## config.mk

```make
export PLATFORM = sky130hd
export DESIGN_NAME = overwriting_rx_ring_buffer_flat
export DESIGN_NICKNAME = d
export VERILOG_FILES = /design/src/orb_pkg.sv /design/src/orb_cmd_if.sv /design/src/orb_rsp_if.sv /design/src/orb_mem.sv /design/src/overwriting_rx_ring_buffer.sv /design/src/flat_wrapper.sv
export VERILOG_INCLUDE_DIRS = /design/src /design/src/src
export SDC_FILE = /design/constraint.sdc
export NUM_CORES = 1
export LEC_CHECK = 0
export BUFFER_PORTS_ARGS = -buffer_cell sky130_fd_sc_hd__buf_2
export CORE_ASPECT_RATIO = 0.9
export CORE_MARGIN = 1.5
export CORE_UTILIZATION = 54
export DETAILED_ROUTE_END_ITERATION = 6
export PLACE_DENSITY = 0.7
export SLEW_MARGIN = 30
export SYNTH_ARGS = -nofsm -noshare
export SYNTH_HDL_FRONTEND = slang
export SYNTH_SLANG_ARGS = --single-unit
```

## constraint.sdc

```tcl
create_clock -name clk -period 4.4 [get_ports clk]
set_input_delay 0.22 -clock clk [delete_from_list [all_inputs] [get_ports clk]]
set_output_delay 0.22 -clock clk [all_outputs]
set_load 0.02 [all_outputs]
```

## src/overwriting_rx_ring_buffer_defines.svh

```systemverilog
// Assertion macros for the overwriting receive ring buffer.
`ifndef OVERWRITING_RX_RING_BUFFER_DEFINES_SVH
`define OVERWRITING_RX_RING_BUFFER_DEFINES_SVH

// same-cycle implication, checked outside reset
`define ORB_ASSERT_NOW(lbl, ante, cons, msg) \
    lbl: assert property (@(posedge clk) disable iff (!rst_n) (ante) |-> (cons)) \
        else $error(msg);

// next-cycle implication, checked outside reset
`define ORB_ASSERT_NEXT(lbl, ante, cons, msg) \
    lbl: assert property (@(posedge clk) disable iff (!rst_n) (ante) |=> (cons)) \
        else $error(msg);

`endif

```

## src/orb_pkg.sv

```systemverilog
// Shared types and constants for the overwriting receive ring buffer.
package orb_pkg;

    localparam int CMD_W  = 3;
    localparam int DATA_W = 8;
    localparam int FILL_W = 7;

    typedef logic [CMD_W-1:0]  cmd_t;
    typedef logic [DATA_W-1:0] data_t;
    typedef logic [FILL_W-1:0] fill_t;

    localparam cmd_t CMD_PUSH     = 3'd0;
    localparam cmd_t CMD_POP      = 3'd1;
    localparam cmd_t CMD_PEEK_OLD = 3'd2;
    localparam cmd_t CMD_PEEK_NEW = 3'd3;
    localparam cmd_t CMD_FLUSH    = 3'd4;

endpackage

```

## src/orb_cmd_if.sv

```systemverilog
// Command channel: command code and received byte.
interface orb_cmd_if import orb_pkg::*; ();
    logic  valid;
    logic  ready;
    cmd_t  command;
    data_t received_byte;

    modport source (output valid, output command, output received_byte, input ready);
    modport sink   (input valid, input command, input received_byte, output ready);
endinterface

```

## src/orb_rsp_if.sv

```systemverilog
// Response channel: read byte, status, fill count and drop flag.
interface orb_rsp_if import orb_pkg::*; ();
    logic  valid;
    logic  ready;
    data_t read_data;
    logic  queue_status;
    fill_t fill_count;
    logic  oldest_dropped;

    modport source (output valid, output read_data, output queue_status,
                    output fill_count, output oldest_dropped, input ready);
    modport sink   (input valid, input read_data, input queue_status,
                    input fill_count, input oldest_dropped, output ready);
endinterface

```

## src/orb_mem.sv

```systemverilog
// Byte store: one write port, one registered read port.
module orb_mem import orb_pkg::*; #(
    parameter int DEPTH = 64,
    parameter int AW    = 6
) (
    input  logic          clk,
    input  logic          wr_en,
    input  logic [AW-1:0] wr_addr,
    input  data_t         wr_data,
    input  logic          rd_en,
    input  logic [AW-1:0] rd_addr,
    output data_t         rd_data
);

    data_t mem [DEPTH];
    data_t rd_data_reg;

    always_ff @(posedge clk)
    begin
        if (wr_en)
        begin
            mem[wr_addr] <= wr_data;
        end
    end

    always_ff @(posedge clk)
    begin
        if (rd_en)
        begin
            rd_data_reg <= mem[rd_addr];
        end
    end

    assign rd_data = rd_data_reg;

endmodule

```

## src/overwriting_rx_ring_buffer.sv

```systemverilog
// Overwriting receive ring buffer: byte FIFO with push, pop, peeks and flush.
//
//  channel | dir | payload                                              | accepted when
//  cmd     | in  | command, received_byte                               | valid & ready
//  rsp     | out | read_data, queue_status, fill_count, oldest_dropped  | valid & ready
//
// One transaction per cycle sustained while cmd.ready holds; results pass through the
// store read register, then the response register. Pointers and fill count update
// at accept. Reset clears pointers and marks the ring empty; the store is not cleared.
// cmd.ready drops only while the response register is full and not taken
// and a finished transaction waits behind it.
`include "overwriting_rx_ring_buffer_defines.svh"

module overwriting_rx_ring_buffer import orb_pkg::*; #(
    parameter int RING_DEPTH = 64
) (
    input  logic clk,
    input  logic rst_n,
    orb_cmd_if.sink   cmd,
    orb_rsp_if.source rsp
);

    localparam int AW = (RING_DEPTH > 1) ? $clog2(RING_DEPTH) : 1;
    localparam int CW = $clog2(RING_DEPTH + 1);
    localparam logic [AW-1:0] LAST_IDX  = AW'(RING_DEPTH - 1);
    localparam logic [CW-1:0] FULL_FILL = CW'(RING_DEPTH);

    logic [AW-1:0] head_reg, head_next;
    logic [AW-1:0] tail_reg, tail_next;
    logic [CW-1:0] fill_reg, fill_next;
    logic [AW-1:0] head_inc, tail_inc;
    logic          ring_empty, ring_full;

    logic          accept, s1_move;
    logic          wr_en, rd_en;
    logic [AW-1:0] wr_addr, rd_addr;
    data_t         mem_rd_data;
    logic          op_rd, op_status, op_drop;

    logic          s1_valid_reg;
    logic          s1_rd_reg;
    logic          s1_status_reg;
    logic          s1_drop_reg;
    fill_t         s1_fill_reg;

    logic          out_valid_reg;
    data_t         out_data_reg;
    logic          out_status_reg;
    fill_t         out_fill_reg;
    logic          out_drop_reg;

    assign s1_move   = s1_valid_reg && (!out_valid_reg || rsp.ready);
    assign cmd.ready = !s1_valid_reg || s1_move;
    assign accept    = cmd.valid && cmd.ready;

    assign ring_empty = (fill_reg == '0);
    assign ring_full  = (fill_reg == FULL_FILL);
    assign head_inc   = (head_reg == LAST_IDX) ? '0 : head_reg + 1'b1;
    assign tail_inc   = (tail_reg == LAST_IDX) ? '0 : tail_reg + 1'b1;

    always_comb
    begin
        head_next = head_reg;
        tail_next = tail_reg;
        fill_next = fill_reg;
        wr_en     = 1'b0;
        wr_addr   = tail_reg;
        rd_en     = 1'b0;
        rd_addr   = head_reg;
        op_rd     = 1'b0;
        op_status = 1'b0;
        op_drop   = 1'b0;
        if (accept)
        begin
            case (cmd.command)
                CMD_PUSH:
                begin
                    wr_en = 1'b1;
                    if (ring_empty)
                    begin
                        head_next = '0;
                        tail_next = '0;
                        wr_addr   = '0;
                        fill_next = CW'(1);
                    end
                    else
                    begin
                        if (ring_full)
                        begin
                            head_next = head_inc;
                            op_drop   = 1'b1;
                        end
                        else
                        begin
                            fill_next = fill_reg + CW'(1);
                        end
                        tail_next = tail_inc;
                        wr_addr   = tail_inc;
                    end
                end
                CMD_POP:
                begin
                    if (ring_empty)
                    begin
                        op_status = 1'b1;
                    end
                    else
                    begin
                        rd_en   = 1'b1;
                        op_rd   = 1'b1;
                        rd_addr = head_reg;
                        if (fill_reg == CW'(1))
                        begin
                            head_next = '0;
                            tail_next = '0;
                            fill_next = '0;
                        end
                        else
                        begin
                            head_next = head_inc;
                            fill_next = fill_reg - CW'(1);
                        end
                    end
                end
                CMD_PEEK_OLD:
                begin
                    if (ring_empty)
                    begin
                        op_status = 1'b1;
                    end
                    else
                    begin
                        rd_en   = 1'b1;
                        op_rd   = 1'b1;
                        rd_addr = head_reg;
                    end
                end
                CMD_PEEK_NEW:
                begin
                    if (ring_empty)
                    begin
                        op_status = 1'b1;
                    end
                    else
                    begin
                        rd_en   = 1'b1;
                        op_rd   = 1'b1;
                        rd_addr = tail_reg;
                    end
                end
                CMD_FLUSH:
                begin
                    head_next = '0;
                    tail_next = '0;
                    fill_next = '0;
                end
                default:
                begin
                end
            endcase
        end
    end

    orb_mem #(
        .DEPTH (RING_DEPTH),
        .AW    (AW)
    ) u_mem (
        .clk     (clk),
        .wr_en   (wr_en),
        .wr_addr (wr_addr),
        .wr_data (cmd.received_byte),
        .rd_en   (rd_en),
        .rd_addr (rd_addr),
        .rd_data (mem_rd_data)
    );

    always_ff @(posedge clk or negedge rst_n)
    begin
        if (!rst_n)
        begin
            head_reg      <= '0;
            tail_reg      <= '0;
            fill_reg      <= '0;
            s1_valid_reg  <= 1'b0;
            out_valid_reg <= 1'b0;
        end
        else
        begin
            head_reg <= head_next;
            tail_reg <= tail_next;
            fill_reg <= fill_next;
            if (accept)
            begin
                s1_valid_reg <= 1'b1;
            end
            else if (s1_move)
            begin
                s1_valid_reg <= 1'b0;
            end
            if (s1_move)
            begin
                out_valid_reg <= 1'b1;
            end
            else if (rsp.ready)
            begin
                out_valid_reg <= 1'b0;
            end
        end
    end

    always_ff @(posedge clk)
    begin
        if (accept)
        begin
            s1_rd_reg     <= op_rd;
            s1_status_reg <= op_status;
            s1_drop_reg   <= op_drop;
            s1_fill_reg   <= FILL_W'(fill_next);
        end
        if (s1_move)
        begin
            out_data_reg   <= s1_rd_reg ? mem_rd_data : '0;
            out_status_reg <= s1_status_reg;
            out_fill_reg   <= s1_fill_reg;
            out_drop_reg   <= s1_drop_reg;
        end
    end

    assign rsp.valid          = out_valid_reg;
    assign rsp.read_data      = out_data_reg;
    assign rsp.queue_status   = out_status_reg;
    assign rsp.fill_count     = out_fill_reg;
    assign rsp.oldest_dropped = out_drop_reg;

    `ORB_ASSERT_NOW(a_fill_range, 1'b1, fill_reg <= FULL_FILL, "fill count above ring depth")
    `ORB_ASSERT_NOW(a_empty_ptrs, ring_empty, (head_reg == '0) && (tail_reg == '0), "empty ring with nonzero pointers")
    `ORB_ASSERT_NEXT(a_push_fills, accept && (cmd.command == CMD_PUSH), fill_reg != '0, "ring empty after push")
    `ORB_ASSERT_NOW(a_drop_full, s1_valid_reg && s1_drop_reg, s1_fill_reg == FILL_W'(RING_DEPTH), "drop reported on a ring that is not full")
    `ORB_ASSERT_NOW(a_stall_hold, s1_valid_reg && out_valid_reg && !rsp.ready, !cmd.ready, "command taken while pipeline is blocked")

endmodule
```

## src/flat_wrapper.sv

```systemverilog
// flat-port wrapper written by rule: the top's interface ports become plain ports
module overwriting_rx_ring_buffer_flat import orb_pkg::*;
#(
    parameter int RING_DEPTH = 64
)
  (clk, rst_n, cmd_valid, cmd_command, cmd_received_byte, cmd_ready, rsp_valid, rsp_read_data, rsp_queue_status, rsp_fill_count, rsp_oldest_dropped, rsp_ready);
  orb_cmd_if cmd_i ();
  orb_rsp_if rsp_i ();
  input  logic clk;
  input  logic rst_n;
  input wire logic [$bits(cmd_i.valid)-1:0] cmd_valid;
  input wire logic [$bits(cmd_i.command)-1:0] cmd_command;
  input wire logic [$bits(cmd_i.received_byte)-1:0] cmd_received_byte;
  output wire logic [$bits(cmd_i.ready)-1:0] cmd_ready;
  output wire logic [$bits(rsp_i.valid)-1:0] rsp_valid;
  output wire logic [$bits(rsp_i.read_data)-1:0] rsp_read_data;
  output wire logic [$bits(rsp_i.queue_status)-1:0] rsp_queue_status;
  output wire logic [$bits(rsp_i.fill_count)-1:0] rsp_fill_count;
  output wire logic [$bits(rsp_i.oldest_dropped)-1:0] rsp_oldest_dropped;
  input wire logic [$bits(rsp_i.ready)-1:0] rsp_ready;
  assign cmd_i.valid = cmd_valid;
  assign cmd_i.command = cmd_command;
  assign cmd_i.received_byte = cmd_received_byte;
  assign cmd_ready = cmd_i.ready;
  assign rsp_valid = rsp_i.valid;
  assign rsp_read_data = rsp_i.read_data;
  assign rsp_queue_status = rsp_i.queue_status;
  assign rsp_fill_count = rsp_i.fill_count;
  assign rsp_oldest_dropped = rsp_i.oldest_dropped;
  assign rsp_i.ready = rsp_ready;
  overwriting_rx_ring_buffer #(.RING_DEPTH(RING_DEPTH)) u_core (.clk(clk), .rst_n(rst_n), .cmd(cmd_i), .rsp(rsp_i));
endmodule
```

== Word-level counts from Yosys, hierarchy flattened ==
Memory sizes are Yosys's and may differ from the RTL's. A register that Yosys moved wholly into a read port is not among the register bits.
Index checks and enable logic that the tools add are counted.
Word-level totals
  register bits after elaboration: 48
  bits in latches: 0
  RAM bits: 512
  memory bits (read-only): 0
  logic and storage cells: 80
  memories kept: 1
Operators by class
  add/subtract/negate cells: 4
  $mul: 0
  div/mod/pow operators: 0
  $lt $le $gt $ge: 0
  equality and inequality tests: 11
  shifts and indexed selects: 0
  muxes and demuxes: 35
  bitwise operators: 1
  reductions and logical operators: 15
Memory list
  u_core.u_mem.mem: words 64, width 8, rd ports 1, clocked after memory_dff 1, write ports 1, line orb_mem.sv:15  | data_t mem [DEPTH];
Operators by type and width (number)
  2-to-1 mux 6 bit: 14
  case mux 6 bit (3 select lines): 2
  2-to-1 mux 7 bit: 5
  case mux 7 bit (3 select lines): 1
  2-to-1 mux 1 bit: 13
  adder 6 x 1 -> 6 bit, second input constant: 2
  equality test 6 bit, second input constant: 2
  AND reduction 4 bit: 2
  adder 7 x 1 -> 7 bit, second input constant: 1
  equality test 7 x 1 -> 1 bit, second input constant: 1
  equality test 7 bit, second input constant: 1
  logical NOT 7 bit: 1
  subtractor 7 x 1 -> 7 bit, second input constant: 1
  equality test 3 x 2 -> 1 bit, second input constant: 2
  nonzero test 2 bit: 2
  equality test 3 x 1 -> 1 bit, second input constant: 1
  equality test 3 bit, second input constant: 1
  logical NOT 3 bit: 1
  != test 3 x 1 -> 1 bit, second input constant: 1
  nonzero test 3 bit: 1
  OR reduction 3 bit: 1
  logical AND 1 bit: 2
  logical NOT 1 bit: 2
  logical OR 1 bit: 2
  other kinds (4): 4

== Depth between registers and ports, before layout ==
  depth after elaboration: 8
  depth in mapped cells: 15
  gate-level depth less buffers: 10

== Modules after synthesis ==
Synthesis repeated with hierarchy kept, for this count alone.
Second synthesis, totals
  cells, all modules: 1170
  area total of the unflattened synthesis: 22773.1 um^2
Modules (own cells, without submodules)
  orb_mem: times used 1, cells an instance 940, area each 20246.9 um^2
  overwriting_rx_ring_buffer: times used 1, cells an instance 230, area each 2526.2 um^2

== Least setup slack after synthesis ==
Ideal clock, no wire load.
  path kind: reg2reg
  start: reg u_core.fill_reg[3]
  end: reg u_core.u_mem.rd_data_reg[6] (netlist: u_core.u_mem.rd_data[6]) (read register of u_core.u_mem.mem) (data pin)
  arrival time: 3.361 ns
  required time: 4.128 ns
  path slack: 0.767 ns
  stages on the path, launching flop included: 13
  path buffers: 5
  path through: dfrtp_1 > buf_6 > or4_1 > buf_2 > o211ai_4 > buf_6 > mux2i_1 > buf_2 > clkbuf_1 > nand3_1 > a32oi_1 > o2111ai_1 > or4_1
On the way
  longest elaborated chain between the ends: 4
  elaborated cells on any way between the ends: 7
  classes of those cells: mux (6); reduce/logical (1)
RTL lines
  start: declaration: line overwriting_rx_ring_buffer.sv:30  | logic [CW-1:0] fill_reg, fill_next;
  start signal: assignment: line overwriting_rx_ring_buffer.sv:191  | fill_reg <= fill_next;
  logical NOT 7 bit (*): line overwriting_rx_ring_buffer.sv:56  | assign ring_empty = (fill_reg == '0);
  2-to-1 mux 6 bit or 2-to-1 mux 1 bit (tied branches): line overwriting_rx_ring_buffer.sv:140, overwriting_rx_ring_buffer.sv:103, overwriting_rx_ring_buffer.sv:127
  2-to-1 mux 6 bit or 2-to-1 mux 1 bit (tied branches)
  2-to-1 mux 6 bit or 2-to-1 mux 1 bit (tied branches): line overwriting_rx_ring_buffer.sv:73  | if (accept)
  end: declaration: line orb_mem.sv:16  | data_t rd_data_reg;
Every way passes the cells marked *; elsewhere a longest branch is shown, timed or not.
A chain may end at the register's enable or synchronous reset.

== Worst setup path in the final report ==
  start: reg u_core.fill_reg[2]
  end: reg u_core.u_mem.rd_data_reg[1] (netlist: u_core.u_mem.rd_data[1]) (read register of u_core.u_mem.mem) (data pin)
The elaborated chain is that of the path after synthesis.

==> results by stage <==
Setup path:
- STA puts the critical path data arrival time at 4.54 ns.
- Along the worst path, the maximum fanout reaches 135.
- The worst path required time is 4.74 ns.
- The kind of start point of the critical path is a flip-flop.
- In this run the critical register-to-register path is launched from u_core.fill_reg[2]$_DFF_PN0_.
- The type of the worst setup path is reg -> reg.
- The end of the worst register-to-register path is u_core.u_mem.rd_data[1]$_DFFE_PP_.
- The endpoint kind of the worst setup timing path is a flip-flop.
- The number of cell instances on the worst register-to-register path is 9.
- The setup slack of the worst register-to-register path is 0.20 ns.

Die:
- The region available for standard cell placement spans 41900 µm².
- For this configuration, the core starts out at a cell density of 55.0%.
- During I/O placement, the number of pins put on the boundary was 34.
- The cell row count is 71.
- The area enclosed by the die boundary is 43900 µm².
- The horizontal die dimension is 221 µm.
- The vertical extent of the die is 199 µm.

Timing:
- Clock skew on the completed layout was measured at 0.0273 ns.
- The final number of max-transition violations is 0.
- The actual slew at the worst max-slew pin is 0.906 ns.
- Setup repair after global routing left no endpoint under its margin.
- In the post-route analysis, the smallest setup slack over all paths is 0.201 ns.
- The final hold violation count is 0.
- Hold is met by 0.0817 ns.
- The accumulated negative setup slack is 0 ns.
- Setup violations remaining at the end of the flow were counted as 0.
- The remaining max-slew budget at the tightest pin is 39.3%.
- Counting I/O delays and the setup requirement, the final critical path takes 4.20 ns.
- After layout, the worst path uses 95.4% of the clock period.
- Derived from the worst setup path, the maximum achievable clock frequency is 0.238 GHz.

Route:
- The aggregate routed wire length is 54800 µm.
- The routed wire length per instance is 24.7 µm.
- The count of vias placed by the detailed router is 13900.
- In this run the remaining antenna-violating nets after routing total 0.
- The DRC marker count from the first detailed-route iteration is 1657.
- The detailed-routing iteration count for the pre-antenna-repair pass is 7.
- The number of vias per cell is 6.25.
- After detailed routing, the number of remaining DRC violations is 9.

CTS:
- The clock latency on the worst-skew pair is 0.62 ns.
- The TritonCTS clock tree is built.
- The maximum buffer depth of the clock tree is 3.
- The count of H-tree levels built during CTS is 2.
- The tree is rooted in a clkbuf_16.
- Counting the buffers created by CTS gives 54.
- The TritonCTS sink count is 568.
- Clock-pin slew was measured on the worst setup and hold paths at 0.06 ns.
- Post-CTS timing repair inserted 0 buffers for setup.

Yosys:
- The total standard cell area after synthesis is 23000 µm².
- The average footprint of a synthesized cell is 14.7 µm².
- The flop and latch count out of synthesis is 568.
- The share of the Yosys chip area taken by registers is 73.6%.
- Counting flops with a built-in enable in the synthesized netlist gives 547.
- After technology mapping, the gate count stands at 1566.
- The post-synthesis async set-or-reset flop share is 3.70%.
- The most used flip-flop cell after synthesis is edfxtp_1.
- When the netlist entered floorplanning its net count stood at 1586.
- Counting distinct cell types in the post-synthesis netlist gives 54.
- The total of warnings raised by yosys is 0.

Run:
- Max-cap violations in this run came to 0.

Cells and area:
- The fraction of final layout cells with drive strength greater than 1 is 13.6%.
- The signed area change from the synthesized netlist to the final layout is 11.4%.
- The register with the most flip-flops in the layout has 512 of them.
- The final cell count without fillers is 2219.
- The number of antenna diodes in the final layout is 0.
- The total number of nets in the final design is 1650.

Place:
- Detailed placement ended at an HPWL of 32700 µm.
- Prior to clock tree synthesis, the placed netlist has a worst setup slack of 0.296 ns.
- The number of cells in the design after placement is 2117.
- The total of buffers placed on input and output ports is 33.
- The congestion estimate from routability-driven global placement came to 0.967.

Global routing:
- The number of global-route vias before repair came to 13300.
- Entering global routing, the biggest net connects 136 pins.
- Across every metal layer, demand over resource in global routing totals 25.6%.
- The wire length of the first global-routing pass is 82700 µm.
- The number of antenna violations at the first check in global routing was 3.
- The total grt overflow is 0.

Power:
- The areal power density over the cells is 519 nW/µm².
- The leakage power of the design is 8.68 nW.
- The internal power of the cells totals 9.40 mW.
- In this run the power spent charging and discharging nets is 3.92 mW.
- Per report_power, the combinational group accounts for 21.8% of the total.
- Sequential cells burn 46.4% of the power.
- The largest vdd supply drop is 0.000401 V.
- In this run, the clock network consumes 31.9% of the power.
- The switching fraction of total power is 29.4%.

Worst hold path:
- The worst hold path cell count is 1.
- In this run the worst hold path is classified as in -> reg.
- The critical hold path startpoint is cmd_received_byte[2].
- The hold-critical path endpoint is u_core.u_mem.mem[25][2]$_DFFE_PP_.

Status:
- The final reports fail on design-rule violations.
- The flow ran to the end, but the final reports show violations.
## cell usage in the layout (no fill, tap or decap), types with 12 or more instances in the layout
cell / n
buf_4: 58
and2_1: 14
a311oi_1: 16
o21ai_0: 17
nand2_1: 290
a211oi_1: 16
nand4_1: 57
dfrtp_1: 21
buf_2: 33
mux2i_1: 27
a22oi_1: 18
a2111oi_0: 15
a21oi_1: 14
nor2_1: 92
clkinv_2: 12
edfxtp_1: 547
inv_1: 22
o22ai_1: 13
clkbuf_16: 54
nand3_1: 125
mux4_2: 48
nand2b_1: 13
clkinv_1: 16
## layer usage
metal / share of wire (%) / up-vias / track usage (%)
met1: 42 / 6884 / 37.6
met4: 2.6 / 2 / 7.66
met3: 9.2 / 107 / 5.35
li1: - / 6154 / -
met5: 0.024 / - / 0
met2: 46 / 732 / 38.9
## cell usage after synthesis, types with 9 or more instances
| cell | n | area, µm² |
|---|---|---|
| inv_1 | 22 | 82.6 |
| and2_1 | 14 | 87.6 |
| a22oi_1 | 18 | 135 |
| o22ai_1 | 13 | 81.3 |
| or4_1 | 9 | 67.6 |
| clkbuf_1 | 47 | 176 |
| a2111oi_0 | 15 | 131 |
| o21ai_0 | 17 | 85.1 |
| mux2i_1 | 29 | 290 |
| a211oi_1 | 16 | 120 |
| nand3_1 | 125 | 626 |
| nor3_1 | 9 | 45.0 |
| edfxtp_1 | 547 | 16400 |
| and3_1 | 9 | 56.3 |
| nand2b_1 | 13 | 81.3 |
| a311oi_1 | 16 | 140 |
| nor2_1 | 92 | 345 |
| dfrtp_1 | 21 | 526 |
| nand4_1 | 57 | 357 |
| a21oi_1 | 14 | 70.1 |
| buf_2 | 29 | 145 |
| nand2_1 | 290 | 1090 |
| mux4_2 | 48 | 1080 |
## critical path, cell delays in order, from the launching register on
cell       delay [ns]
dfrtp_1          0.45
or4_1            0.70
o2111a_1         0.37
a21oi_4          0.29
buf_12           0.47
mux2i_1          0.28
mux2i_1          0.12
a32oi_1          0.32
o2111ai_1        0.22
or4_1            0.56
## worst max-delay path by stage
stage | from | end | depth (start not counted)
5_1_grt | u_core.fill_reg[2]$_DFF_PN0_ | u_core.u_mem.rd_data[1]$_DFFE_PP_ | 9
3_3_place_gp | u_core.fill_reg[2]$_DFF_PN0_ | u_core.u_mem.rd_data[3]$_DFFE_PP_ | 9
4_1_cts | u_core.fill_reg[2]$_DFF_PN0_ | u_core.u_mem.rd_data[1]$_DFFE_PP_ | 9
2_1_floorplan | u_core.fill_reg[3]$_DFF_PN0_ | u_core.u_mem.rd_data[6]$_DFFE_PP_ | 12
3_5_place_dp | u_core.fill_reg[2]$_DFF_PN0_ | u_core.u_mem.rd_data[1]$_DFFE_PP_ | 9
6_report | u_core.fill_reg[2]$_DFF_PN0_ | u_core.u_mem.rd_data[1]$_DFFE_PP_ | 9
## cell families (layout without fill, tap and decap cells)
kind of cell               count (synthesis)  count (layout)  share of synthesized area (%)
muxes                                     78              78                           6.02
adders and majority gates                  5               5                          0.272
DFF                                      568             568                           73.6
buffers and inverters                    114             220                           2.33
AOI/OAI and AO/OA                        160             160                           5.17
and+or+nand+nor                          640             640                           12.6
xor gates and xnor gates                   1               1                         0.0380
## power groups by stage
stage / registers [mW] / clock network, mW / logic [mW]
floorplan: 6.23 / 0 / 2.10
global placement: 6.28 / 0 / 2.82
detailed placement: 6.29 / 0 / 2.87
CTS: 6.17 / 4.31 / 2.89
global route: 6.19 / 4.50 / 3.13
finish: 6.18 / 4.25 / 2.90
## layout make-up
cell class / count / area, µm²
Multi-Input combinational cell: 884 / 5610
Tap cell: 547 / 684
Sequential cell: 568 / 17000
Fill cell: 3096 / 16300
Inverter: 22 / 82.6
Clock inverter: 34 / 200
Timing Repair Buffer: 100 / 741
Clock buffer: 64 / 1390
## through the flow
| step | instance area [µm²] | power (mW) | utilization, % |
|---|---|---|---|
| global route | 25700 | 13.8 | 61.2 |
| detailed placement | 24000 | 9.15 | 57.3 |
| finish | 25700 | 13.3 | 61.2 |
| CTS | 25700 | 13.4 | 61.2 |
| global placement | 24000 | 9.10 | 57.3 |
| floorplan | 23000 | 8.34 | - |
## what timing repair did
item | CTS | global route
gates resized for setup | 0 | 0
endpoints found under the hold margin | 24 | 0
hold buffers | 4 | 0
Note: power is estimated with default switching activity, not from simulation.
